===== src/design/tntg_pkg.sv =====
// Shared widths, defaults and controller/datapath interface types for the normal/tangent unit.
package tntg_pkg;

    localparam int COORD_BITS_DEF = 24;
    localparam int UNIT_BITS_DEF  = 16;

    localparam int DIFF_W   = 25;   // coordinate differences
    localparam int PROD_W   = 50;   // one 25x25 product
    localparam int VEC_W    = 52;   // cross / tangent components and det
    localparam int MAG_W    = 51;   // component magnitudes
    localparam int SQ_W     = 31;   // scaled magnitude
    localparam int SUM_W    = 64;   // sum of squares
    localparam int ROOT_W   = 32;   // integer square root
    localparam int REM_W    = 35;   // square root remainder
    localparam int DREM_W   = 32;   // divider remainder
    localparam int SQRT_STEPS = 32;

    // Commands from the sequencer to the datapath.
    typedef struct packed {
        logic       ld_v0;
        logic       ld_v1;
        logic       ld_v2;
        logic       prod_en;
        logic       sum_en;
        logic       nrm_load;
        logic       nrm_sel;
        logic       scale_en;
        logic       sq_en;
        logic [1:0] sq_idx;
        logic       sqrt_init;
        logic       sqrt_step;
        logic       div_init;
        logic       div_step;
        logic       st_nrm;
        logic       st_tan;
    } t_cmd;

    // Status from the datapath back to the sequencer.
    typedef struct packed {
        logic vec_zero;
        logic in_range;
    } t_stat;

endpackage


===== src/design/tntg_ctrl.sv =====
// Sequencer: vertex phase, normalizer step control and result delivery.
module tntg_ctrl import tntg_pkg::*; #(
    parameter int UNIT_BITS = UNIT_BITS_DEF
) (
    input  logic       i_clk,
    input  logic       i_rst_n,
    input  logic       i_valid,
    output logic       o_stall,
    output logic       o_valid,
    input  logic       i_stall,
    output logic [1:0] o_corner_index,
    output logic       o_last_of_triangle,
    output t_cmd       o_cmd,
    input  t_stat      i_stat
);

    typedef enum logic [3:0] {
        S_IDLE, S_PROD, S_SUM, S_LOAD, S_SCALE, S_SQ, S_SQRT, S_DIV, S_STORE, S_OUT
    } t_state;

    localparam logic [1:0] PH_FIRST  = 2'd0;
    localparam logic [1:0] PH_SECOND = 2'd1;
    localparam logic [1:0] PH_THIRD  = 2'd2;
    localparam logic [1:0] LAST_CORNER = 2'd2;

    t_state     r_state;
    logic [1:0] r_phase;
    logic [5:0] r_cnt;
    logic       r_pass;
    logic       r_valid;
    logic [1:0] r_corner;
    logic       acc;

    assign acc = i_valid && (r_state == S_IDLE);
    assign o_stall = (r_state != S_IDLE);
    assign o_valid = r_valid;
    assign o_corner_index = r_corner;
    assign o_last_of_triangle = (r_corner == LAST_CORNER);

    // command decode
    always_comb begin
        o_cmd = '0;
        o_cmd.nrm_sel = r_pass;
        o_cmd.sq_idx  = r_cnt[1:0];
        unique case (r_state)
            S_IDLE: begin
                if (acc) begin
                    o_cmd.ld_v1 = (r_phase == PH_SECOND);
                    o_cmd.ld_v2 = (r_phase == PH_THIRD);
                    o_cmd.ld_v0 = (r_phase != PH_SECOND) && (r_phase != PH_THIRD);
                end
            end
            S_PROD:  o_cmd.prod_en = 1'b1;
            S_SUM:   o_cmd.sum_en = 1'b1;
            S_LOAD:  o_cmd.nrm_load = 1'b1;
            S_SCALE: o_cmd.scale_en = !i_stat.vec_zero && !i_stat.in_range;
            S_SQ:    o_cmd.sq_en = 1'b1;
            S_SQRT: begin
                o_cmd.sqrt_init = (r_cnt == '0);
                o_cmd.sqrt_step = (r_cnt != '0);
            end
            S_DIV: begin
                o_cmd.div_init = (r_cnt == '0);
                o_cmd.div_step = (r_cnt != '0);
            end
            S_STORE: begin
                o_cmd.st_nrm = !r_pass;
                o_cmd.st_tan = r_pass;
            end
            default: ;
        endcase
    end

    // state and registered outputs
    always_ff @(posedge i_clk) begin
        if (!i_rst_n) begin
            r_state  <= S_IDLE;
            r_phase  <= PH_FIRST;
            r_cnt    <= '0;
            r_pass   <= 1'b0;
            r_valid  <= 1'b0;
            r_corner <= '0;
        end else begin
            unique case (r_state)
                S_IDLE: begin
                    if (acc) begin
                        if (r_phase == PH_THIRD) begin
                            r_phase <= PH_FIRST;
                            r_state <= S_PROD;
                        end else if (r_phase == PH_SECOND) begin
                            r_phase <= PH_THIRD;
                        end else begin
                            r_phase <= PH_SECOND;
                        end
                    end
                end
                S_PROD: r_state <= S_SUM;
                S_SUM: begin
                    r_pass  <= 1'b0;
                    r_state <= S_LOAD;
                end
                S_LOAD: r_state <= S_SCALE;
                S_SCALE: begin
                    r_cnt <= '0;
                    if (i_stat.vec_zero) r_state <= S_STORE;
                    else if (i_stat.in_range) r_state <= S_SQ;
                end
                S_SQ: begin
                    if (r_cnt == 6'd2) begin
                        r_cnt   <= '0;
                        r_state <= S_SQRT;
                    end else begin
                        r_cnt <= r_cnt + 1'b1;
                    end
                end
                S_SQRT: begin
                    if (r_cnt == 6'(SQRT_STEPS)) begin
                        r_cnt   <= '0;
                        r_state <= S_DIV;
                    end else begin
                        r_cnt <= r_cnt + 1'b1;
                    end
                end
                S_DIV: begin
                    if (r_cnt == 6'(UNIT_BITS)) begin
                        r_cnt   <= '0;
                        r_state <= S_STORE;
                    end else begin
                        r_cnt <= r_cnt + 1'b1;
                    end
                end
                S_STORE: begin
                    if (!r_pass) begin
                        r_pass  <= 1'b1;
                        r_state <= S_LOAD;
                    end else begin
                        r_valid  <= 1'b1;
                        r_corner <= '0;
                        r_state  <= S_OUT;
                    end
                end
                S_OUT: begin
                    if (!i_stall) begin
                        if (r_corner == LAST_CORNER) begin
                            r_valid <= 1'b0;
                            r_state <= S_IDLE;
                        end else begin
                            r_corner <= r_corner + 1'b1;
                        end
                    end
                end
                default: r_state <= S_IDLE;
            endcase
        end
    end

endmodule


===== config.mk =====
export PLATFORM = sky130hd
export DESIGN_NAME = tntg_ctrl
export DESIGN_NICKNAME = d
export VERILOG_FILES = /design/src/design/tntg_pkg.sv /design/src/design/tntg_ctrl.sv
export SDC_FILE = /design/constraint.sdc
export NUM_CORES = 1
export LEC_CHECK = 0
export BUFFER_PORTS_ARGS = -buffer_cell sky130_fd_sc_hd__buf_4
export CAP_MARGIN = 20
export CORE_ASPECT_RATIO = 0.8
export CORE_MARGIN = 2
export CORE_UTILIZATION = 56
export CTS_CLUSTER_SIZE = 12
export DETAILED_ROUTE_END_ITERATION = 10
export GPL_ROUTABILITY_DRIVEN = 0
export PLACE_DENSITY_LB_ADDON = 0.15
export SLEW_MARGIN = 20
export SYNTH_ARGS = -nofsm -noshare
export SYNTH_HDL_FRONTEND = slang
export SYNTH_SLANG_ARGS = --single-unit

===== constraint.sdc =====
create_clock -name i_clk -period 4.55 [get_ports i_clk]
set_input_delay 1.1375 -clock i_clk [delete_from_list [all_inputs] [get_ports i_clk]]
set_output_delay 1.1375 -clock i_clk [all_outputs]
set_load 0.005 [all_outputs]

==> summary.txt, run 1 <==
Clock tree
  – CTS Buf Count: 3
  – CTS H-tree lvls: 1
  – Cts repair resizes: 0
  – # hold bufs at CTS: 0
  – Root Buffer: clkbuf_4
  – CTS tree: built
  – Worst skew pair latency: 0.28 ns
  – Clk slew on worst S/H paths: 0.09 ns
  – Clk sinks: 16
  – Max clock buf depth: 2
  – Post-CTS Setup Bufs: 0

Power and ir drop
  – VDD IR max: 0.000245 V
  – Leakage power total: approximately 0.57 nW
  – Total power: 328 µW
  – Pwr/cell area: between 200 and 250 nW/µm²

Global routing
  – Global-route wire length before repair: 4040 µm
  – GRT overflow: 0
  – Total GRT Usage: 0.235
  – Initial antenna violation count: 0
  – Vias in the first global route: 905
  – Largest net degree at the start of global routing: 15

Floorplanning
  – Initial core utilization: 0.593
  – Die Span X: 53.8 µm
  – I/O pin count: 28
  – Die area: 2360 µm²
  – Die H: 43.8 µm
  – Rows: 14
  – Core area: 1870 µm²

Place
  – Dpl ws: between 1.5 and 2 ns
  – Post-DP Area: 1290 µm²
  – PortBufs: 27
  – Detailed placement HPWL: between 1500 and 2000 µm

Timing
  – Clk_skew: 0.00261 ns
  – Final setup viols: 0
  – Final Hold Vio Count: 0
  – Post-route setup TNS: 0 ns
  – Worst Tran Pin Value: 0.461 ns
  – Period utilization: 0.658
  – Worst hold margin: 0.481 ns
  – Setup slack after layout: ~1.6 ns
  – Max frequency: 334 MHz
  – RSZ-0062 raised after global routing: false
  – Minimum clock period: 3.00 ns
  – Max transition margin: 0.692
  – Final Max Tran Viols: 0

Final layout
  – Area Growth Syn to Fin: 19.0%
  – Final instance area: 1320 µm²
  – Multi-input logic area: 696 µm²
  – FILL cells: 161
  – Nets: 188
  – Share of layout cells above drive strength 1: 0.207
  – Register area: 320 µm²
  – Diode count: 0

Routing
  – Pre-antenna DRT Iters: 4
  – Routed WL: approximately 2500 µm
  – Vias/cell: 5.50
  – Detail Route Antenna Nets: 0
  – Wire length per cell: ~13 µm
  – Initial DRC Count: 31
  – Number of remaining DRC errors: 0
  – Via count: 1089

Logic synthesis
  – Post-synth cell types: 36
  – Sequential-to-total area share from yosys stat: 0.288
  – Top FF cell, synth: dfxtp_1
  – Syn nets: 165
  – Synth area leader: dfxtp_1
  – Syn Area/Cell: approximately 7.3 µm²
  – Top cells by area, synth: dfxtp_1 (29%), ha_1 (7.9%), nor2_1 (6.8%)
  – Synthesized cell area: between 1000 and 1500 µm²
  – Synth warn: 0
  – Register bit total from synthesis: 16
  – Cells after Synth: approximately 150
  – Ys async rst share: 0
  – Post-synth EDFFs: 0
  – Synth top area share: 0.288

Critical path
  – Worst setup EP type: output pin
  – Flop2flop setup slack: 2.33 ns
  – Startpoint Class: flop
  – CP required: around 3.4 ns
  – Max Fanout on Critical Path: 14
  – WP data arrival: roughly 1.9 ns
  – CP Class: reg2out

Hold path
  – Hold WC Path Type: reg2reg

Job
  – Max-cap violations: 0

Status
  – Outcome: completed
-- final cells by class --
type                    instances  share of cell area
inverters                      10              0.0284
clock buffers                   4              0.0274
well taps                      24              0.0227
flip-flops and latches         16               0.242
repair buffers                 27               0.153
multi-input cells             117               0.526
-- critical path: stages, from the launching register on --
cell	delay [ns]
dfxtp_1	0.45
or2_2	0.39
nor2_1	0.36
inv_1	0.11
nor2_1	0.13
buf_4	0.12
-- sequential cells by signal (all words and copies together) (netlist names) --
register        cells
r_cnt               6
r_state             4
o_corner_index      2
r_phase             2
o_valid             1
r_pass              1
-- synth_stat cells (2+ instances only) --
library cell	n
ha_1	7
inv_1	9
a21oi_1	8
nand2_1	18
and3_1	4
o21ai_0	11
nor2_1	20
or3_1	4
nand3_1	6
nor3_1	2
nor2b_1	2
nand3b_1	3
a21boi_0	2
clkbuf_1	2
nand2b_1	7
a31oi_1	5
or2_2	3
dfxtp_1	16
mux2i_1	3
buf_4	4
-- layout by cell type (no fill, tap or decap), types with 2 or more instances in the layout --
cell      count
nor2b_1       2
inv_1         9
mux2i_1       3
nand3_1       6
nand3b_1      3
ha_1          7
clkbuf_4      3
or3_1         4
o21ai_0      11
a31oi_1       5
nor3_1        2
nand2b_1      7
or2_2         3
dfxtp_1      16
nand2_1      18
and3_1        4
buf_4        27
a21oi_1       8
nor2_1       20
a21boi_0      2
-- per-stage QoR --
stage | util | cells
finish | 0.706 | 198
global route | 0.706 | 198
CTS | 0.706 | 198
detailed placement | 0.686 | 194
global placement | 0.686 | 194
floorplan | - | 152
-- logic make-up (layout without fill, tap and decap cells) --
group,count (synthesis),in the layout,share of synthesized area
flip-flops,16,16,0.288
multiplexers,3,3,0.0270
buffers and inverters,19,41,0.0856
AND/OR/NAND/NOR,74,74,0.338
adder cells (fa/ha/maj),7,7,0.0788
XOR/XNOR,1,1,0.00788
AO/OA/AOI/OAI,32,32,0.175
-- path summary, 6_finish.rpt --
| check | start | endpoint | cells past startpoint |
|---|---|---|---|
| setup reg to reg | r_state[0] | r_state[2] | 5 |
| setup / recovery | r_state[2] | o_cmd[14] | 5 |
| hold / removal | o_corner_index[1] | o_corner_index[1] | 2 |
| hold reg to reg | o_corner_index[1] | o_corner_index[1] | 2 |
-- per-layer routing --
layer / track usage / vias to the layer above / part of all wire
li1: - / 564 / -
met1: 0.310 / 491 / 0.48
met2: 0.378 / 32 / 0.46
met3: 0.0759 / 2 / 0.063
met4: 0.0410 / 0 / 0.0048
met5: 0 / - / 0
-- power by group --
part,switching [mW],leakage (nW),internal [mW],total (mW)
Sequential,0.0126,0.129,0.146,0.158
Combinational,0.0381,0.418,0.0384,0.0765
Clock,0.0448,0.0210,0.0487,0.0935
Total,0.0955,0.568,0.233,0.328
Power figures use the tool's default switching activity.
==> run 2, diff against run 1 <==
CORE_UTILIZATION = 47   (was 56)
clock period = 2.4 ns   (was 4.55 ns; I/O delays follow)
==> run 2 against run 1 <==
Effect of this change: die area up 17%; register-to-register slack worse by 2.0 ns; combinational power rose by 120%; hold slack improved by 0.0026 ns; via count grew 3.4%; power grew 94%; core utilization decreased by 8.2 points; count of clock-buffer cells in the layout is the same; sequential power grew 85%; cell count increased by 3.5%; first-iteration DRC count rose by 71%; global-route usage shrank 2.9 points; critical path type unchanged; largest power group unchanged; highest routed layer unchanged.
==> summary.txt, run 2 (synthesis results as in run 1) <==
Timing
  – Worst Tran Pin Value: 0.398 ns (was 0.461 ns)
  – RSZ-0062 raised after global routing: false (unchanged)
  – Final setup viols: 0 (unchanged)
  – Post-route setup TNS: 0 ns (unchanged)
  – Max transition margin: 0.732 (was 0.692)
  – Clk_skew: 0.00586 ns (was 0.00261 ns)
  – Setup slack after layout: 0.149 ns (was 1.55 ns)
  – Minimum clock period: 2.25 ns
  – Final Max Tran Viols: 0 (unchanged)
  – Final Hold Vio Count: 0 (unchanged)
  – Max frequency: 444 MHz
  – Worst hold margin: 0.484 ns (was 0.481 ns)
  – Period utilization: 0.938

Clock tree
  – Worst skew pair latency: 0.28 ns (about the same)
  – Clk slew on worst S/H paths: 0.09 ns (about the same)
  – CTS tree: built (unchanged)
  – Post-CTS Setup Bufs: 0 (unchanged)
  – CTS H-tree lvls: 1 (unchanged)
  – Cts repair resizes: 0 (unchanged)
  – Clk sinks: 16 (unchanged)
  – Max clock buf depth: 2 (unchanged)
  – Root Buffer: clkbuf_4 (unchanged)
  – CTS Buf Count: 3 (unchanged)
  – # hold bufs at CTS: 0 (unchanged)

Critical path
  – Startpoint Class: flop (unchanged)
  – Worst setup EP type: output pin (unchanged)
  – Worst flop-to-flop path startpoint: r_cnt[0] (was r_state[0])
  – CP required: 1.80 ns (was 3.41 ns)
  – Flop2flop setup slack: 0.34 ns (was 2.33 ns)
  – CP Class: reg2out (unchanged)
  – R2R depth: 7 (was 5)
  – WP data arrival: 1.65 ns (was 1.86 ns)
  – Max Fanout on Critical Path: 8 (was 14)
  – R2R Path End: r_state[3] (was r_state[2])

Final layout
  – Biggest regs: r_cnt (6), r_state (4) (unchanged)
  – Max reg flops: 6 (unchanged)
  – Multi-input logic area: 696 µm² (unchanged)
  – Most frequent cells in the layout: buf_4 (33), nor2_1 (20), nand2_1 (18) (was buf_4 (27), nor2_1 (20), nand2_1 (18))
  – FILL cells: 186 (was 161)
  – Register with the most flip-flops: r_cnt (unchanged)
  – Post-Route Utilization: 0.623 (was 0.706)
  – Fin cells: 205 (was 198)
  – Most common cell after layout, fill and taps aside: buf_4 (unchanged)
  – Register area: 320 µm² (unchanged)
  – Area Growth Syn to Fin: 23.2% (was 19.0%)
  – Diode count: 0 (unchanged)
  – Nets: 194 (was 188)
  – Share of layout cells above drive strength 1: 0.233 (was 0.207)

Global routing
  – Largest net degree at the start of global routing: 14 (was 15)
  – Initial antenna violation count: 0 (unchanged)
  – Vias in the first global route: 961 (was 905)
  – Total GRT Usage: 0.206 (was 0.235)
  – GRT Max-Usage Layer: met2 (unchanged)
  – M2 GR Usage: 0.344 (was 0.378)
  – Global-route wire length before repair: 4320 µm (was 4040 µm)
  – GRT overflow: 0 (unchanged)
  – GR met3 Demand/Resource: 0.0486 (was 0.0759)
  – Met1 Use GR: 0.281 (was 0.310)

Power and ir drop
  – VDD IR max: 0.000304 V (was 0.000245 V)
  – Leakage power total: 0.600 nW (was 0.568 nW)
  – Pwr/cell area: 465 nW/µm² (was 248 nW/µm²)

Routing
  – Routed WL: 2700 µm (was 2520 µm)
  – Number of remaining DRC errors: 0 (unchanged)
  – Vias/cell: 5.49 (was 5.50)
  – Wire length per cell: 13.2 µm (was 12.7 µm)
  – Via count: 1126 (was 1089)
  – Detail Route Antenna Nets: 0 (unchanged)
  – Pre-antenna DRT Iters: 4 (unchanged)
  – Initial DRC Count: 53 (was 31)

Status
  – Outcome: completed (unchanged)

Floorplanning
  – Die area: 2770 µm² (was 2360 µm²)
  – Die H: 47.5 µm (was 43.8 µm)
  – I/O pin count: 28 (unchanged)
  – Die Span X: 58.4 µm (was 53.8 µm)
  – Rows: 15 (was 14)
  – Core area: 2200 µm² (was 1870 µm²)
  – Initial core utilization: 0.506 (was 0.593)

Place
  – PortBufs: 27 (unchanged)
  – Dpl ws: 0.363 ns (was 1.61 ns)
  – Detailed placement HPWL: 2050 µm (was 1900 µm)
  – Placed insts: 201 (was 194)

Job
  – Max-cap violations: 0 (unchanged)

Hold path
  – Min-delay src: o_corner_index[1] (unchanged)
  – WHS Endpoint: o_corner_index[1] (unchanged)
  – WHS Path Cells: 2 (unchanged)
  – Hold WC Path Type: reg2reg (unchanged)
## run 2: power by group
part           switching [mW]  internal [mW]
Sequential             0.0152          0.276
Combinational          0.0867         0.0841
Clock                  0.0825         0.0924
## run 2: metrics by stage
step / area [µm²] / power (mW)
5_1_grt: 1370 / 0.670
6_report: 1370 / 0.637
3_3_place_gp: 1330 / 0.460
3_5_place_dp: 1330 / 0.465
4_1_cts: 1370 / 0.643
2_1_floorplan: 1110 / 0.395
## run 2: metal layers
layer	vias up	routed length (µm)
li1	573	-
met1	511	1330
met2	40	1190
met3	2	175
met4	0	4
met5	-	0
## run 2: worst max-delay path by stage
stage               startpoint    endpoint  slack, ns
detailed placement    r_cnt[0]  r_state[3]       0.36
global route        r_state[0]   o_cmd[16]       0.08
finish              r_state[0]   o_cmd[16]       0.15
floorplan             r_cnt[0]  r_state[0]       0.45
global placement      r_cnt[0]  r_state[3]       0.45
CTS                 r_state[0]   o_cmd[16]       0.15
## run 2: layout make-up
type / count / share of cell area
multi-input cells: 117 / 0.508
well taps: 25 / 0.0229
repair buffers: 33 / 0.181
inverters: 10 / 0.0274
clock buffers: 4 / 0.0265
flip-flops and latches: 16 / 0.234
## run 2: worst max-delay path: stages (launching register included)
cell and delay (ns):
dfxtp_1 0.39, or2_2 0.35, nor2_1 0.27, and3_1 0.24, buf_4 0.12
